$ cat src/hdl/sorted_priority_queue_core_defines.svh
// Assertion macros for the sorted priority queue.
`ifndef SORTED_PRIORITY_QUEUE_CORE_DEFINES_SVH
`define SORTED_PRIORITY_QUEUE_CORE_DEFINES_SVH

`ifndef NO_ASSERTIONS
`define SPQ_ASSERT(label, clock, reset, prop) \
  label: assert property (@(posedge clock) disable iff (reset) prop) \
    else $error("sorted priority queue check failed");
`define SPQ_ASSERT_ALWAYS(label, clock, prop) \
  label: assert property (@(posedge clock) prop) \
    else $error("sorted priority queue invariant failed");
`else
`define SPQ_ASSERT(label, clock, reset, prop)
`define SPQ_ASSERT_ALWAYS(label, clock, prop)
`endif

`endif

$ cat src/hdl/spq_pkg.sv
// Shared types and constants for the sorted priority queue.
`timescale 1ns / 1ps
`default_nettype none

package spq_pkg;

  localparam int DEPTH = 16;
  localparam int CNT_W = $clog2(DEPTH + 1);
  localparam int VALUE_W = 32;
  localparam int PRIO_W = 16;
  localparam int OCC_W = 5;

  typedef enum logic [1:0] {
    ST_OK        = 2'd0,
    ST_UNDERFLOW = 2'd1,
    ST_OVERFLOW  = 2'd2
  } status_t;

  typedef enum logic {
    ACT_INSERT = 1'b0,
    ACT_DELETE = 1'b1
  } action_t;

  typedef struct packed {
    logic signed [VALUE_W-1:0] value;
    logic signed [PRIO_W-1:0]  prio;
  } entry_t;

  typedef struct packed {
    logic   ins;
    logic   del;
    entry_t fresh;
  } ctrl_t;

endpackage

`default_nettype wire

$ cat src/hdl/spq_cell.sv
// One cell of the sorted chain: holds an entry and shifts with its neighbours.
`timescale 1ns / 1ps
`default_nettype none

module spq_cell (
  input  wire logic          clk,
  input  wire spq_pkg::ctrl_t ctrl,
  input  wire logic          occupied,
  input  wire logic          left_after,
  input  wire spq_pkg::entry_t left_entry,
  input  wire spq_pkg::entry_t right_entry,
  output spq_pkg::entry_t    entry,
  output logic               after
);
  import spq_pkg::*;

  entry_t entry_next;

  // new entry belongs at or before this cell
  assign after = !occupied || (entry.prio > ctrl.fresh.prio);

  always_comb begin
    entry_next = entry;
    if (ctrl.ins) begin
      if (left_after) begin
        entry_next = left_entry;
      end else if (after) begin
        entry_next = ctrl.fresh;
      end
    end else if (ctrl.del) begin
      entry_next = right_entry;
    end
  end

  always_ff @(posedge clk) begin
    entry <= entry_next;
  end

endmodule

`default_nettype wire

$ cat src/hdl/sorted_priority_queue_core.sv
// Sorted priority queue built from a chain of shifting cells.
// The result is registered in the cycle after the request is accepted.
// Throughput: one request per cycle while the output is drained; every cell updates in the same cycle.
// A request is taken whenever the output register is empty or being drained.
// Reset: synchronous, clears the entry count and the output valid flag.
`timescale 1ns / 1ps
`default_nettype none
`include "sorted_priority_queue_core_defines.svh"

module sorted_priority_queue_core (
  input  wire logic                          clk,
  input  wire logic                          rst,
  input  wire logic                          in_valid,
  output logic                               in_ready,
  input  wire logic                          action,
  input  wire logic signed [spq_pkg::VALUE_W-1:0] in_value,
  input  wire logic signed [spq_pkg::PRIO_W-1:0]  in_priority,
  output logic                               out_valid,
  input  wire logic                          out_ready,
  output logic signed [spq_pkg::VALUE_W-1:0] out_value,
  output logic [1:0]                         status,
  output logic [spq_pkg::OCC_W-1:0]          occupancy
);
  import spq_pkg::*;

  logic             accept;
  logic             is_insert;
  logic             full;
  logic             empty;
  logic             drop_ins;
  ctrl_t            ctrl;
  logic [CNT_W-1:0] count;
  logic [CNT_W-1:0] count_next;
  logic [CNT_W+OCC_W-1:0] occ_ext;
  entry_t           cells [DEPTH];
  logic             after [DEPTH];

  assign in_ready  = !out_valid || out_ready;
  assign accept    = in_valid && in_ready;
  assign is_insert = (action == ACT_INSERT);
  assign full      = (count == CNT_W'(DEPTH));
  assign empty     = (count == '0);
  assign drop_ins  = accept && is_insert && full;

  assign ctrl.ins        = accept && is_insert && !full;
  assign ctrl.del        = accept && !is_insert && !empty;
  assign ctrl.fresh.value = in_value;
  assign ctrl.fresh.prio  = in_priority;

  always_comb begin
    count_next = count;
    if (ctrl.ins) begin
      count_next = count + CNT_W'(1);
    end else if (ctrl.del) begin
      count_next = count - CNT_W'(1);
    end
  end

  assign occ_ext = {{OCC_W{1'b0}}, count_next};

  for (genvar i = 0; i < DEPTH; i++) begin : g_cell
    spq_cell u_cell (
      .clk         (clk),
      .ctrl        (ctrl),
      .occupied    (CNT_W'(i) < count),
      .left_after  ((i == 0) ? 1'b0 : after[(i == 0) ? 0 : i - 1]),
      .left_entry  ((i == 0) ? ctrl.fresh : cells[(i == 0) ? 0 : i - 1]),
      .right_entry ((i == DEPTH - 1) ? ctrl.fresh : cells[(i == DEPTH - 1) ? i : i + 1]),
      .entry       (cells[i]),
      .after       (after[i])
    );
  end

  always_ff @(posedge clk) begin
    if (rst) begin
      count     <= '0;
      out_valid <= 1'b0;
    end else begin
      count <= count_next;
      if (accept) begin
        out_valid <= 1'b1;
      end else if (out_ready) begin
        out_valid <= 1'b0;
      end
    end
  end

  always_ff @(posedge clk) begin
    if (accept) begin
      out_value <= ctrl.del ? cells[0].value : '0;
      occupancy <= occ_ext[OCC_W-1:0];
      if (is_insert) begin
        status <= full ? ST_OVERFLOW : ST_OK;
      end else begin
        status <= empty ? ST_UNDERFLOW : ST_OK;
      end
    end
  end

  `SPQ_ASSERT_ALWAYS(a_count_bound, clk, rst || (count <= CNT_W'(DEPTH)))
  `SPQ_ASSERT(a_overflow, clk, rst, drop_ins |=> (status == ST_OVERFLOW && $stable(count)))
  `SPQ_ASSERT(a_pop_value, clk, rst, ctrl.del |=> (out_value == $past(cells[0].value)))
  `SPQ_ASSERT(a_pop_count, clk, rst, ctrl.del |=> (count == $past(count) - CNT_W'(1)))
  `SPQ_ASSERT(a_front_sorted, clk, rst, (count >= CNT_W'(2)) |-> (cells[0].prio <= cells[1].prio))

endmodule

`default_nettype wire

$ cat config.mk
export PLATFORM = sky130hd
export DESIGN_NAME = sorted_priority_queue_core
export DESIGN_NICKNAME = d
export VERILOG_FILES = /design/src/hdl/spq_pkg.sv /design/src/hdl/spq_cell.sv /design/src/hdl/sorted_priority_queue_core.sv
export VERILOG_INCLUDE_DIRS = /design/src /design/src/hdl
export SDC_FILE = /design/constraint.sdc
export NUM_CORES = 2
export LEC_CHECK = 0
export BUFFER_PORTS_ARGS = -buffer_cell sky130_fd_sc_hd__buf_2
export CAP_MARGIN = 30
export CORE_UTILIZATION = 43
export CTS_CLUSTER_DIAMETER = 50
export DETAILED_ROUTE_END_ITERATION = 12
export PLACE_DENSITY_LB_ADDON = 0.3
export SLEW_MARGIN = 5
export SYNTH_ARGS = -nofsm -noshare
export SYNTH_HDL_FRONTEND = slang
export SYNTH_SLANG_ARGS = --single-unit
$ cat constraint.sdc
create_clock -name clk -period 20.4 [get_ports clk]
set_input_delay 4.08 -clock clk [delete_from_list [all_inputs] [get_ports clk]]
set_output_delay 4.08 -clock clk [all_outputs]
set_load 0.03 [all_outputs]
## Word level (Yosys, flattened, before mapping)

Cells that the tools add are included.

- Output and inout bits: 41
- Register bits after elaboration: 813
- Input bits: 53
- Logic and storage cells: 219

- $add $sub $neg: 2
- Muxes and demuxes: 70
- Equality and inequality tests: 17
- Bitwise gates (word level): 1
- Reductions and logical operators: 60
- Magnitude comparators: 32

Operators by type and width:

| operator | number |
|---|---|
| $mux 48 | 63 |
| $gt 16x16->1 | 16 |
| $ne 3x1->1 const B | 15 |
| $lt 4x5->1 const A | 8 |
| $reduce_and 2->1 | 16 |
| $lt 3x5->1 const A | 4 |
| $logic_not 1->1 | 19 |
| $logic_or 1x1->1 | 17 |
| $lt 1x5->1 const A | 2 |
| $lt 2x5->1 const A | 2 |
| $mux 5 | 2 |
| $add 5x1->5 const B | 1 |
| $eq 5x5->1 const B | 1 |
| $logic_and 1x1->1 | 5 |
| $logic_not 5->1 | 1 |
| $sub 5x1->5 const B | 1 |
| $mux 2 | 2 |
| $reduce_bool 2->1 | 2 |
| $mux 1 | 3 |
| $ne 2x1->1 const B | 1 |
| $not 1->1 | 1 |

## Depth between registers and ports, before layout

- Depth after elaboration: 7
- Gate-level depth with buffers: 13
- Gate-level depth less buffers: 9

## Hierarchy

A second synthesis with hierarchy kept.

- Cells, all modules: 4,590
- Area, all modules: 48,848.1 sq um

By module, submodules not included:

| module | area each (sq um) | sequential area each (sq um) | cells an instance | instances |
|---|---|---|---|---|
| spq_cell (g_cell[0].u_cell ...) | 2,967.8 | 1,441.4 | 279 | 10 |
| spq_cell (g_cell[4].u_cell ...) | 2,864.0 | 1,441.4 | 274 | 6 |
| sorted_priority_queue_core | 1,985.7 | 1,291.2 | 156 | 1 |

## Worst setup path after synthesis

Ideal clock, no wire load.

- Path type: input to register
- From: input port in_priority[1] (netlist name)
- To: register g_cell[10].u_cell.entry[0] (netlist name), enable pin
- Library setup time: 0.470 ns
- Required time: 19.930 ns
- Slack: 11.189 ns
- Arrival: 8.741 ns
- Path buffers: 2
- Cell stages on the path: 10
- Cells stage by stage: clkbuf_1 inv_1 ha_1 nor2b_1 o211ai_1 a2111o_1 o211ai_1 buf_2 mux2_2 a21oi_1

- Cells in the longest elaborated chain, start to end: 4
- Elaborated cells between the ends (all ways): 6
- Those cells by class: order compare (2); eq/ne (1); reduce/logical (3)

Ends and longest elaborated chain:

| element | RTL line | text |
|---|---|---|
| start: declaration | sorted_priority_queue_core.sv:17 | `input wire logic signed [spq_pkg::PRIO_W-1:0] in_priority,` |
| $gt 16x16->1 | spq_cell.sv:20 | `assign after = !occupied \|\| (entry.prio > ctrl.fresh.prio);` |
| $logic_or 1x1->1 | spq_cell.sv:20 |  |
| $ne 3x1->1 (no source line) (*) | -- |  |
| $reduce_and 2->1 (no source line) (*) | -- |  |
| end signal: assignment | spq_cell.sv:36 | `entry <= entry_next;` |
| end: declaration | spq_cell.sv:12 | `output spq_pkg::entry_t entry,` |

Mark *: on every way between the ends. The rest lies on a longest branch, timed or not.
A chain may end at the register's enable or synchronous reset.

## Worst setup path in the final report

- From: input port out_ready
- To: output port in_ready

- Cells in the longest elaborated chain, start to end: 1

Ends and longest elaborated chain:

| element | RTL line | text |
|---|---|---|
| start: declaration | sorted_priority_queue_core.sv:19 | `input wire logic out_ready,` |
| $logic_or 1x1->1 | sorted_priority_queue_core.sv:38 | `assign in_ready = !out_valid \|\| out_ready;` |
| end: declaration | sorted_priority_queue_core.sv:14 | `output logic in_ready,` |

Every way passes these cells.

==> impl_metrics.yaml <==
status:
  status: "completed"
grt:
  grt_pass1_vias: 34800
  grt_overflow: 0
  grt_first_pass_wirelength_um: 238000
  antenna_found_initial: 5
  grtUsageTotal_pct: 30.2
  grt_max_degree: 210
power:
  p_leak_nw: 19.2
  p_per_area_mw_per_mm2: 102
  peakVddDrop_mv: 0.0910
synthesis:
  yosysMostFrequentCell: "edfxtp_1"
  syn-num-nets: 4510
  synth_compound_area_share_pct: 18.3
  synth_cell_types: 64
  synth_edf_count: 807
  synth_area_leader_cell: "edfxtp_1"
  netlist_instances: 4198
  synth_area_leaders: "edfxtp_1 (54%), ha_1 (7.2%), nand2_1 (4.7%), a221o_1 (4.3%), a21oi_1 (4.1%)"
  yosysTopAreaCellShare_pct: 53.6
  synth_flop_cell: "edfxtp_1"
  synth_area_mm2: 0.0452
  synth_seq_cells: 813
  syn_avg_cell_area_um2: 10.8
  yosysSeqAreaShare_pct: 53.9
  synth_commonest_cells: "edfxtp_1 (807), nand2_1 (566), nor2_1 (407)"
  ys.warnings.count: 0
  synth_fa_ha_area_share_pct: 7.17
  yosys.area_share.simple_pct: 10.9
  muxShareOfSynthArea_pct: 5.00
  synth_top_family_by_area: "compound AO/OA/AOI/OAI gates"
  synth_xor_area_share_pct: 0.0581
  async_flop_share_pct: 0
setup_path:
  startpoint: "out_ready"
  reg2regPathDepth: 10
  r2r_start: "count[1]$_SDFF_PP0_"
  cp-start-kind: "input pin"
  critical_path_class: "in2out"
  timing.rr.end: "g_cell[13].u_cell.entry[28]$_DFFE_PP_"
  endpoint: "in_ready"
  arrival_ns: 4.54
  cp_max_fo: 4
  ff2ff_setup_slack_ns: 14.66
  end_kind: "output pin"
  critPathRequiredTime_ns: 16.32
clocking:
  cts_buffer_depth: 3
  clkSlewWorstSetupHoldPaths_ns: 0.06
  cts_tree: "yes"
  htree_levels: 3
  cts_setup_buffers: 0
  cts_sinks: 813
  cts_buffers: 99
  clk_latency_ns: 0.70
  cts_root_buffer: "clkbuf_16"
  cts_hold_buf: 0
  cts_resized: 0
route:
  drt_iter0_markers: 5191
  wl_per_cell_um: 29.4
  dr_wl_met3_um: 19300
  top_layer: "met5"
  antenna_left: 0
  vias: 36600
  met2_length_um: 71800
  firstDrtPassIters: 6
  drc: 0
  via_per_inst: 6.54
  wl_met1_um: 66000
  routed_wl_um: 164000
sta:
  report.final.slew_viol_count: 0
  rsz0062_at_grt: "no"
  max_slew_margin_pct: 29.4
  period_needed_ns: 8.62
  hold_violations: 0
  worst_slew_pin_slew_ns: 1.06
  final.setup.tns_ns: 0
  setup_viol: 0
  min_period_over_period_pct: 42.3
  max_freq_mhz: 116
  fin_skew_ns: 0.0498
die:
  die_w_um: 326
  io_pins: 94
  row_count: 118
  dieHeight_um: 326
  die_area_mm2: 0.106
  core-area_mm2: 0.104
  start_util_pct: 43.5
finish:
  syn_to_final_growth_pct: 11.2
  nets: 4445
  regArea_mm2: 0.0244
  multi_input_area_mm2: 0.0190
  drive_gt1_share_pct: 11.0
  fillers: 9313
  post-route-cell-area_mm2: 0.0503
placement:
  place.gp.congestion: 1.01
  placed_area_mm2: 0.0470
  io_buffers: 93
  place_hpwl_um: 100000
worst_hold_path:
  min-delay-path-class: "reg2reg"
job:
  maxCapViolCount: 0
==> state kept, by name (all words and copies together), names as in the netlist <==
| name | count |
|---|---|
| g_cell.u_cell.entry | 768 |
| out_value | 32 |
| count | 5 |
| occupancy | 5 |
| status | 2 |
| out_valid | 1 |
==> power by group <==
group	switching (mW)	total, mW	internal, mW
Combinational	0.715	1.05	0.340
Clock	0.753	1.77	1.01
Sequential	0.157	2.33	2.17
Total	1.63	5.15	3.53
==> cells by family (layout without fill, tap and decap cells) <==
group                      count (synthesis)  after routing
and+or+nand+nor                         1182           1182
buffers and inverters                    532            545
other                                      0              2
xor gates and xnor gates                   3              3
adders and majority gates                259            259
AOI/OAI and AO/OA                       1194           1194
muxes                                    215            215
DFF                                      813            813
==> cell type report <==
type                            count  area share (%)
Antenna cell                        2         0.00996
Clock buffer                      118            5.15
Clock inverter                     61            1.24
Inverter                          194            1.45
Multi-Input combinational cell   2853            37.8
Sequential cell                   813            48.4
Tap cell                         1380            3.43
Timing Repair Buffer              172            2.47
==> per-stage QoR <==
| stage | hold slack [ns] | utilization, % | setup slack, ns | instances | power, mW |
|---|---|---|---|---|---|
| 2_1_floorplan | 0.520 | - | 11.19 | 4198 | 2.95 |
| 3_3_place_gp | 0.536 | 45.1 | 11.25 | 5400 | 3.34 |
| 3_5_place_dp | 0.535 | 45.2 | 11.25 | 5406 | 3.37 |
| 4_1_cts | 0.551 | 48.3 | 11.78 | 5585 | 5.12 |
| 5_1_grt | 0.574 | 48.4 | 11.73 | 5592 | 5.31 |
| 6_report | 0.557 | 48.4 | 11.78 | 5593 | 5.15 |
==> worst min path at each step <==
stage	endpoint	start	depth (start not counted)	slack, ns
global placement	g_cell[14].u_cell.entry[46]$_DFFE_PP_	g_cell[15].u_cell.entry[46]$_DFFE_PP_	1	0.54
global route	g_cell[14].u_cell.entry[46]$_DFFE_PP_	g_cell[15].u_cell.entry[46]$_DFFE_PP_	1	0.57
detailed placement	g_cell[0].u_cell.entry[26]$_DFFE_PP_	g_cell[1].u_cell.entry[26]$_DFFE_PP_	2	0.53
finish	g_cell[5].u_cell.entry[33]$_DFFE_PP_	g_cell[6].u_cell.entry[33]$_DFFE_PP_	2	0.56
CTS	g_cell[14].u_cell.entry[46]$_DFFE_PP_	g_cell[15].u_cell.entry[46]$_DFFE_PP_	1	0.55
floorplan	g_cell[0].u_cell.entry[16]$_DFFE_PP_	g_cell[1].u_cell.entry[16]$_DFFE_PP_	2	0.52
==> cells in the final DEF (no fill, tap or decap), drive strengths merged, types with 6 or more instances in the layout <==
| master | instances |
|---|---|
| edfxtp | 807 |
| nand2 | 566 |
| nor2 | 408 |
| a21oi | 374 |
| ha | 259 |
| o21ai | 211 |
| inv | 201 |
| a221o | 194 |
| buf | 169 |
| o221ai | 147 |
| mux2i | 130 |
| clkbuf | 120 |
| mux2 | 85 |
| nand3 | 62 |
| nand4 | 52 |
| o22ai | 51 |
| a22oi | 49 |
| o32ai | 49 |
| a21o | 45 |
| clkinv | 39 |
| nor2b | 25 |
| o211ai | 14 |
| o21a | 10 |
| nor3 | 10 |
| and3 | 10 |
| nand2b | 9 |
| nor4 | 9 |
| bufinv | 8 |
| and4 | 7 |
| o31a | 7 |
| clkinvlp | 7 |
| a31oi | 7 |
| dfxtp | 6 |
| and2 | 6 |
==> critical path, cell delays in order <==
cell,delay [ns]
buf_2,0.09
nand2b_1,0.17
buf_2,0.20
==> layer usage <==
| metal | track usage [%] | vias up |
|---|---|---|
| met5 | 0 | - |
| met4 | 12.7 | 4 |
| met3 | 6.47 | 382 |
| met2 | 45.4 | 2456 |
| met1 | 42.0 | 17900 |
| li1 | - | 15800 |
(Power assumes the default switching activity.)
